===== src/assert_macros.svh =====
// Assertion macros shared by the page bitmap allocator RTL.
// Depends on nothing; included by files that carry concurrent assertions.
`ifndef ASSERT_MACROS_SVH
`define ASSERT_MACROS_SVH

// Same-cycle implication, disabled while reset is low.
`define PBA_ASSERT_NOW(lbl, clk, rst_n, ante, cons) \
  lbl: assert property (@(posedge clk) disable iff (!rst_n) (ante) |-> (cons)) \
    else $error("pba assertion failed");

// Next-cycle implication, disabled while reset is low.
`define PBA_ASSERT_NEXT(lbl, clk, rst_n, ante, cons) \
  lbl: assert property (@(posedge clk) disable iff (!rst_n) (ante) |=> (cons)) \
    else $error("pba assertion failed");

`endif


===== src/pba_pkg.sv =====
// Package for the page bitmap allocator: defaults, request and status codes,
// and the control/result structs of the bit operation unit. No dependencies.
package pba_pkg;

  localparam int unsigned NUM_PAGES_DEF  = 32768;
  localparam int unsigned PAGE_SHIFT_DEF = 12;
  localparam int unsigned WORD_W         = 8;
  localparam logic [15:0] TOTAL_PAGES_RST = 16'd32768;

  localparam logic [1:0] REQ_ALLOC   = 2'd0;
  localparam logic [1:0] REQ_FREE    = 2'd1;
  localparam logic [1:0] REQ_RELEASE = 2'd2;
  localparam logic [1:0] REQ_RESERVE = 2'd3;

  localparam logic [1:0] ST_DONE    = 2'd0;
  localparam logic [1:0] ST_NOFREE  = 2'd1;
  localparam logic [1:0] ST_IGNORED = 2'd2;

  typedef struct packed {
    logic       find;     // search for the lowest clear bit and set it
    logic       set;      // mark mode: 1 sets the bit, 0 clears it
    logic [2:0] bit_idx;  // mark mode: bit in the word
  } pba_bitop_ctl_t;

  typedef struct packed {
    logic              hit;       // found a clear bit / bit changed state
    logic [2:0]        pos;       // position of the lowest clear bit
    logic [WORD_W-1:0] word_new;  // word to write back
  } pba_bitop_res_t;

endpackage


===== src/pba_bitop.sv =====
// Shared bit operation unit: lowest-clear-bit search or single-bit mark on
// one bitmap word. Depends on pba_pkg.
module pba_bitop (
  input  pba_pkg::pba_bitop_ctl_t          ctl,
  input  logic [pba_pkg::WORD_W-1:0]       word,
  output pba_pkg::pba_bitop_res_t          res
);

  logic [pba_pkg::WORD_W-1:0] mask;
  logic [2:0]                 zpos;
  logic                       any_zero;
  logic [2:0]                 sel;

  always_comb begin
    zpos     = 3'd0;
    any_zero = 1'b0;
    for (int i = pba_pkg::WORD_W - 1; i >= 0; i--) begin
      if (!word[i]) begin
        zpos     = 3'(i);
        any_zero = 1'b1;
      end
    end
    sel  = ctl.find ? zpos : ctl.bit_idx;
    mask = pba_pkg::WORD_W'(1) << sel;
    res.pos = zpos;
    if (ctl.find) begin
      res.hit      = any_zero;
      res.word_new = word | mask;
    end else if (ctl.set) begin
      res.hit      = !word[sel];
      res.word_new = word | mask;
    end else begin
      res.hit      = word[sel];
      res.word_new = word & ~mask;
    end
  end

endmodule


===== config.mk =====
export PLATFORM = sky130hd
export DESIGN_NAME = pba_bitop
export DESIGN_NICKNAME = d
export VERILOG_FILES = /design/src/assert_macros.svh /design/src/pba_pkg.sv /design/src/pba_bitop.sv
export SDC_FILE = /design/constraint.sdc
export NUM_CORES = 1
export LEC_CHECK = 0
export ABC_CLOCK_PERIOD_IN_PS = 2510
export BUFFER_PORTS_ARGS = -buffer_cell sky130_fd_sc_hd__buf_2
export CAP_MARGIN = 20
export CORE_AREA = 2 2 39 41
export DETAILED_ROUTE_END_ITERATION = 10
export DIE_AREA = 0 0 41 43
export PLACE_DENSITY = 0.74
export SLEW_MARGIN = 20
export SYNTH_ARGS = -nofsm -noshare
export SYNTH_HDL_FRONTEND = slang
export SYNTH_SLANG_ARGS = --single-unit

===== constraint.sdc =====
create_clock -name vclk -period 2.51
set_clock_uncertainty 0.15 [all_clocks]
set_input_delay 0 -clock vclk [all_inputs]
set_output_delay 0 -clock vclk [all_outputs]
set_load 0.005 [all_outputs]

Yosys cells after proc, flatten, opt, wreduce, memory -nomap -nowiden
Index checks and enable logic that the tools add are counted.
{"block": "classes", "n_lt_le_gt_ge": 1, "reduce_logical": 1, "n_bitwise": 3, "n_shift": 1, "muxes": 23}
{"cell": "$mux W3", "count": 9}
{"cell": "$mux W8", "count": 2}
{"cell": "$mux W1", "count": 11}
{"cell": "$and A8 B8 Y8", "count": 1}
{"cell": "$not A8 Y8", "count": 1}
{"cell": "$or A8 B8 Y8", "count": 1}
{"cell": "$shl A1 B3 Y8 const A", "count": 1}
{"cell": "$lt A3 B4 Y1 const B", "count": 1}
{"cell": "$bmux W1 S3", "count": 1}
{"cell": "$logic_not A1 Y1", "count": 1}
{"block": "totals", "wordCells": 29, "register_bits": 0, "output_inout_bits": 12}

Depth between registers and ports, before layout
Gate-level depths: netlist (run 1).
{"block": "logic_depth", "ltp_word": 14, "mapped_depth": 8, "mapped_depth_nobuf": 7}

Least setup slack after synthesis (run 1)
Ideal clock, no wire load.
{"block": "synth_timing", "path_type": "input to output", "from": "in word[6] (netlist name)", "to": "out res[11] (netlist name)", "t_required_ps": 2360, "setup_slack_ps": 1101, "path_buffers": 0, "t_arrival_ps": 1259, "stages": 7, "cell_sequence": "nor2b_1 o221a_4 o21ai_4 mux2i_1 a21oi_1 o21a_1 o31ai_2"}
{"element": "start, declared", "line_no": "pba_bitop.sv:5", "source": "input logic [pba_pkg::WORD_W-1:0] word,"}
{"element": "end, declared", "line_no": "pba_bitop.sv:6", "source": "output pba_pkg::pba_bitop_res_t res"}

==> results of run 1 <==
## path summary, 6_finish.rpt
check / slack [ns] / depth (start not counted) / endpoint
max: 0.70 / 9 / res[11]
min: 0.19 / 3 / res[8]
## logic make-up (layout without fill, tap and decap cells)
| logic type | count (synthesis) | after routing | share of synthesized area (%) |
|---|---|---|---|
| buf+inv | 5 | 28 | 4.986 |
| mux | 10 | 10 | 26.87 |
| compound gates | 19 | 19 | 34.35 |
| simple gates | 29 | 29 | 33.80 |
## layout by cell type (no fill, tap or decap), types with 2 or more instances in the layout
| cell | instances |
|---|---|
| a21oi_1 | 4 |
| buf_2 | 25 |
| inv_1 | 2 |
| mux2_2 | 7 |
| mux2i_1 | 2 |
| nand2_1 | 6 |
| nand3_1 | 7 |
| nand4_1 | 2 |
| nor2_1 | 3 |
| nor3_1 | 5 |
| o21a_1 | 2 |
| o21ai_0 | 2 |
| o21ai_1 | 2 |
## critical path, delay by kind of cell
kind | cells | cell delay [ns]
buffers and inverters | 2 | 0.39
AND/OR/NAND/NOR | 3 | 0.42
AO/OA/AOI/OAI | 4 | 0.83
## area by class of cell
type	instances	area, um2	share of cell area [%]
timing repair buffer	25	125.1	21.37
tap	16	20.02	3.419
multi-input combinational	58	429.2	73.29
inverter	3	11.26	1.923
## per-layer routing
metal  wire length (um)  up-vias  global-route usage, %
met5                  0        -                      0
met4                  0        0                 0.6667
met3                 57        0                 0.5236
met2                594       16                  27.50
met1                602      240                  21.20
li1                   -      288                      -
## stage by stage
step	hold slack (ns)	setup slack (ns)	cell area (um2)	cells	utilization, %
final	0.1930	0.7010	585.6	102	42.31
after global routing	0.2121	0.5295	585.6	102	42.31
after CTS	0.1833	0.7053	585.6	102	42.31
after detailed placement	0.1819	0.7134	585.6	102	42.31
after global placement	0.1798	0.7704	585.6	102	42.31
after floorplan	-0.09865	1.101	451.7	63	-
## power breakdown
group	switching [mW]	internal, mW	total (mW)
Combinational	0.0625	0.0522	0.115
Sequential	0	0	0
Clock	0	0	0
==> run_results.csv, run 1 <==
group,metric,value,unit
detailed_routing,drt_iter0_markers,12,
placement,gp_congestion,0.8473,
die,die_height,43,um
die,die_area,1763,um2
pwr,leakage,0.2563,nW
sta,worstMarginPinSlew,0.3240,ns
logic_synthesis,yosysTopAreaCellShare,17.45,%
logic_synthesis,syn_nets,76,
sta,finalCritPeriodShare,72.07,%
sta,fin_crit,1.809,ns
detailed_routing,routed-via-count,544,
final_layout,design.final.nets,101,
clocking,cts_setup_buffers,0,
logic_synthesis,avgSynthCellArea,7.170,um2
sta,setup_viol,0,
final_layout,antenna_cells,0,
sta,finalSetupTns,0,ns
die,core,1384,um2
final_layout,fill_cells,145,
global_route,overflow,0,
clocking,ctsResizeCount,0,
worst_setup_path,crit_required,2.36,ns
sta,rsz0062_at_grt,"no",
hold_path,hold_path.class,"in2out",
detailed_routing,via_per_inst,5.333,
worst_setup_path,crit_fanout,12,
logic_synthesis,synthTopCellsByCount,"mux2_2, nand3_1, nand2_1",
worst_setup_path,path_cells,"buf_2, nand3_1, a31oi_2, o21ai_1, and3_1, a211oi_1, nor3_1, o31ai_2, buf_2",
detailed_routing,drtAntennaViolNets,0,
final_layout,num-clock-buffers,0,
final_layout,drive_gt1_share,50.00,%
final_layout,syn2layout_area_growth,29.64,%
placement,hpwlAfterDp,1.036,mm
pwr,power,0.1147,mW
worst_setup_path,cp-startpoint,"ctl[4]",
worst_setup_path,crit_path_frequent_cell,"buf_2",
detailed_routing,routedWlPerCell,12.29,um
logic_synthesis,synthTopCellsByArea,"mux2_2, nand3_1, nor3_1",
logic_synthesis,yosys.area.top_type,"mux2_2",
clocking,cts_hold_buf,0,
final_layout,seq_cell_count,0,
logic_synthesis,netlist_area,451.7,um2
sta,fmax,0.5528,GHz
hold_path,min_from,"word[1]",
global_route,antenna_found_initial,0,
die,row_count,14,
die,start_util,32.64,%
worst_setup_path,path_class,"in2out",
worst_setup_path,critPathLaunchType,"input pin",
global_route,track_usage,15.68,%
sta,finalMaxSlewViolations,0,
pwr,vdd_drop_max,0.00006019,V
logic_synthesis,syn_inst,63,
die,dieWidth,41,um
global_route,grt_start_max_net_pins,13,
worst_setup_path,slowest_delay,0.30,ns
flow_run,max_cap_viol_count,0,
sta,slew_headroom,77.94,%
global_route,grt_pass1_wl,2.090,mm
final_layout,regArea,0,um2
worst_setup_path,cp-end-kind,"output pin",
global_route,grt_pass1_vias,504,
worst_setup_path,arrival,1.66,ns
outcome,status,"completed",
pwr,p_per_area,195.9,nW/um2
logic_synthesis,ys_types,31,
die,pin_count,25,
detailed_routing,drt-total-wl,1.254,mm
logic_synthesis,yosys_warnings,0,
detailed_routing,drc,0,
placement,portBuffers,25,
sta,hold_viol,0,
worst_setup_path,critPathSlowestCell,"a211oi_1",
logic_synthesis,seq_area_frac_synth,0,%
detailed_routing,dr.pass1.iters,4,
Note: power is estimated with default switching activity, not from simulation.
==> run 2, diff against run 1 <==
ABC_CLOCK_PERIOD_IN_PS = 1750   (was 2510)
clock period = 1.75 ns   (was 2.51 ns; I/O delays follow)
==> run_results.csv, run 2 (synthesis gave the netlist of run 1 again) <==
group,metric,value,unit
sta,whs,0.1886,ns
final_layout,num-clock-buffers,0,
placement,gp_congestion,0.8688,
final_layout,syn2layout_area_growth,41.00,%
die,die_area,1763,um2
worst_setup_path,cp-end-kind,"output pin",
placement,dpl.cell_count,103,
sta,worstMarginPinSlew,0.2217,ns
hold_path,hold_path.class,"in2out",
die,start_util,32.64,%
final_layout,stdcell_area,636.9,um2
worst_setup_path,arrival,1.48,ns
final_layout,layout.cells.most_common,"buf_2",
flow_run,max_cap_viol_count,0,
placement,hpwlAfterDp,1.027,mm
placement,portBuffers,25,
die,dieWidth,41,um
global_route,grt_start_max_net_pins,11,
pwr,leakage,0.2779,nW
detailed_routing,drtAntennaViolNets,0,
sta,setup_viol,0,
sta,finalMaxSlewViolations,0,
final_layout,seq_cell_count,0,
sta,fin_crit,1.626,ns
die,core,1384,um2
worst_setup_path,path_class,"in2out",
global_route,overflow,0,
sta,slew_headroom,85.10,%
detailed_routing,drt_iter0_markers,10,
worst_setup_path,critPathLaunchType,"input pin",
sta,setup_ws,0.1241,ns
global_route,antenna_found_initial,0,
sta,fmax,0.6150,GHz
detailed_routing,dr.pass1.iters,4,
sta,finalSetupTns,0,ns
final_layout,drive_gt1_share,53.33,%
final_layout,antenna_cells,0,
global_route,grt_pass1_wl,1.952,mm
die,die_height,43,um
final_layout,design.final.nets,105,
final_layout,mostFrequentLayoutCells,"buf_2, nand3_1, mux2_2",
placement,dpl_cell_area,593.1,um2
global_route,track_usage,14.69,%
detailed_routing,routed-via-count,571,
sta,hold_viol,0,
die,row_count,14,
detailed_routing,drt-total-wl,1.308,mm
final_layout,stdcell_count,106,
final_layout,regArea,0,um2
die,pin_count,25,
global_route,grt_pass1_vias,472,
worst_setup_path,crit_required,1.60,ns
detailed_routing,drc,0,
sta,finalCritPeriodShare,92.91,%
pwr,power,0.1804,mW
clocking,cts_hold_buf,0,
outcome,status,"completed",
pwr,vdd_drop_max,0.0001015,V
detailed_routing,via_per_inst,5.387,
pwr,p_per_area,283.3,nW/um2
detailed_routing,routedWlPerCell,12.34,um
placement,dp_slack,0.003293,ns
final_layout,final_core_util,46.02,%
worst_setup_path,crit_fanout,5,
## run 2: cell types whose count changed in the layout (fill, tap and decap cells not counted), sizes merged
| cell | previous run | this run |
|---|---|---|
| buf | 25 | 27 |
| clkbuf | 0 | 2 |
## run 2: path summary, 6_finish.rpt
check  startpoint     end  slack, ns  cells after the start
max       word[6]  res[6]       0.12                      7
min       word[1]  res[8]       0.19                      3
## run 2: final cells by class
type,instances,area (um2)
Fill cell,148,747.0
Inverter,3,11.26
Timing Repair Buffer,29,162.7
Multi-Input combinational cell,58,442.9
Tap cell,16,20.02
## run 2: critical path, stage by stage
cell and delay, ns:
buf_2 0.12, nor2b_1 0.14, o221a_4 0.23, o21a_1 0.25, nor3_1 0.26, mux2_2 0.36
buf_2 0.12
## run 2: what timing repair did
action | 4_1_cts | 5_1_grt
endpoints found under the setup margin | 0 | 1
buffers inserted | 0 | 3
gates resized for setup | 0 | 6
## run 2: layer usage
| metal | share of wire, % | global-route usage (%) | wire length, um |
|---|---|---|---|
| met5 | 0 | 0 | 0 |
| met2 | 48 | 25.31 | 631 |
| met4 | 0 | 0 | 0 |
| met1 | 46 | 20.89 | 597 |
| met3 | 6.0 | 0 | 78 |
## run 2: report_power, final
group          switching (mW)  total (mW)  internal, mW  leakage, nW
combinational          0.0937       0.180        0.0867        0.278
sequential                  0           0             0            0
clock                       0           0             0            0
==> run 3, diff against run 2 <==
ABC_CLOCK_PERIOD_IN_PS = 1550   (was 1750)
GPL_TIMING_DRIVEN = 0   (was not set)
clock period = 1.55 ns   (was 1.75 ns; I/O delays follow)
==> run_results.csv, run 3 (synthesis gave the netlist of run 1 again) <==
group,metric,value,unit
outcome,violations,"setup timing",
detailed_routing,drt_iter0_markers,12,
sta,setup_viol,1,
sta,fin_crit,1.622,ns
sta,finalCritPeriodShare,104.7,%
die,dieWidth,41,um
detailed_routing,routedWlPerCell,13.02,um
global_route,overflow,0,
final_layout,num-clock-buffers,0,
detailed_routing,routed-via-count,635,
die,pin_count,25,
sta,worstMarginPinSlew,0.3051,ns
worst_setup_path,crit_fanout,5,
sta,whs,0.1468,ns
detailed_routing,dr.pass1.iters,4,
global_route,grt_pass1_wl,1.980,mm
worst_setup_path,path_buf_inv,2,
worst_setup_path,critPathTopFamily,"compound AO/OA/AOI/OAI gates",
final_layout,mostFrequentLayoutCells,"buf_2, buf_4, mux2_2",
detailed_routing,via_per_inst,5.619,
worst_setup_path,path_cells,"buf_8, nor2b_4, o221a_4, o21ai_4, mux2i_1, a21oi_2, o21a_1, o31ai_2, buf_2",
sta,finalMaxSlewViolations,0,
flow_run,max_cap_viol_count,0,
worst_setup_path,arrival,1.47,ns
detailed_routing,drc,0,
worst_setup_path,path_class,"in2out",
worst_setup_path,critPathLaunchType,"input pin",
sta,fmax,0.6163,GHz
placement,hpwlAfterDp,961.1,um
detailed_routing,drt-total-wl,1.471,mm
sta,hold_viol,0,
placement,dpl_cell_area,596.8,um2
clocking,cts_hold_buf,0,
global_route,grt_start_max_net_pins,9,
placement,portBuffers,25,
final_layout,fill_cells,131,
final_layout,design.final.nets,112,
die,start_util,32.64,%
final_layout,stdcell_area,765.7,um2
sta,slew_headroom,79.66,%
worst_setup_path,cp-end-kind,"output pin",
die,die_height,43,um
global_route,track_usage,14.99,%
global_route,grt_pass1_vias,481,
final_layout,layout.cells.most_common,"buf_2",
pwr,vdd_drop_max,0.0001081,V
placement,dp_slack,-0.2026,ns
final_layout,syn2layout_area_growth,69.53,%
worst_setup_path,critPathSlowestCell,"mux2i_1",
pwr,leakage,0.3386,nW
final_layout,regArea,0,um2
placement,dpl.cell_count,104,
worst_setup_path,crit_required,1.40,ns
placement,gp_congestion,0.8369,
outcome,status,"complete, but fails checks",
worst_setup_path,slowest_delay,0.24,ns
global_route,antenna_found_initial,0,
sta,setup_ws,-0.07250,ns
final_layout,drive_gt1_share,64.95,%
hold_path,hold_path.class,"in2out",
final_layout,final_core_util,55.33,%
die,row_count,14,
pwr,p_per_area,322.6,nW/um2
die,core,1384,um2
final_layout,seq_cell_count,0,
final_layout,stdcell_count,113,
detailed_routing,drtAntennaViolNets,0,
die,die_area,1763,um2
sta,rsz0062_at_grt,"yes",
final_layout,antenna_cells,0,
run 3: cell types whose count changed in the layout (fill, tap and decap cells not counted), moves of 3 or more:
| cell | change |
|---|---|
| nor3_1 | -4 |
| nor3_2 | +4 |
| buf_4 | +3 |
| buf_6 | +4 |
run 3: final timing paths:
path / startpoint / slack [ns] / depth (start not counted) / end
setup / recovery: word[6] / -0.07 / 9 / res[11]
hold / removal: word[3] / 0.15 / 3 / res[9]
run 3: tightest hold or removal path, cell delays in order:
cell and delay, ns:
buf_6 0.10, a31oi_1 0.07, buf_2 0.12
run 3: power breakdown:
part	switching [mW]	internal, mW
Sequential	0	0
Combinational	0.122	0.125
Clock	0	0
Total	0.122	0.125
run 3: routing by layer:
metal	vias to the layer above	track usage, %	wire (um)
li1	307	-	-
met4	0	0	0
met1	305	19.30	650
met3	0	0	88
met5	-	0	0
met2	23	27.81	733
run 3: metrics by stage:
step | TNS (ns) | power, mW
finish | -0.07250 | 0.2470
global route | -0.1613 | 0.2643
CTS | -0.01283 | 0.2297
detailed placement | -0.2953 | 0.1862
global placement | -0.2868 | 0.1829
floorplan | 0 | 0.1183
run 3: layout make-up:
cell class | count | area (um2) | share of cell area (%)
inverter | 3 | 11.26 | 1.471
multi-input combinational | 58 | 488.0 | 63.73
timing repair buffer | 34 | 231.5 | 30.23
tap | 16 | 20.02 | 2.614
buffer | 2 | 15.01 | 1.961
run 3: what timing repair did:
action | in CTS | in global routing
pin swaps | 9 | 2
setup endpoints to repair | 3 | 8
cloned | 1 | 0
resized for setup | 18 | 10
buffers inserted | 8 | 0
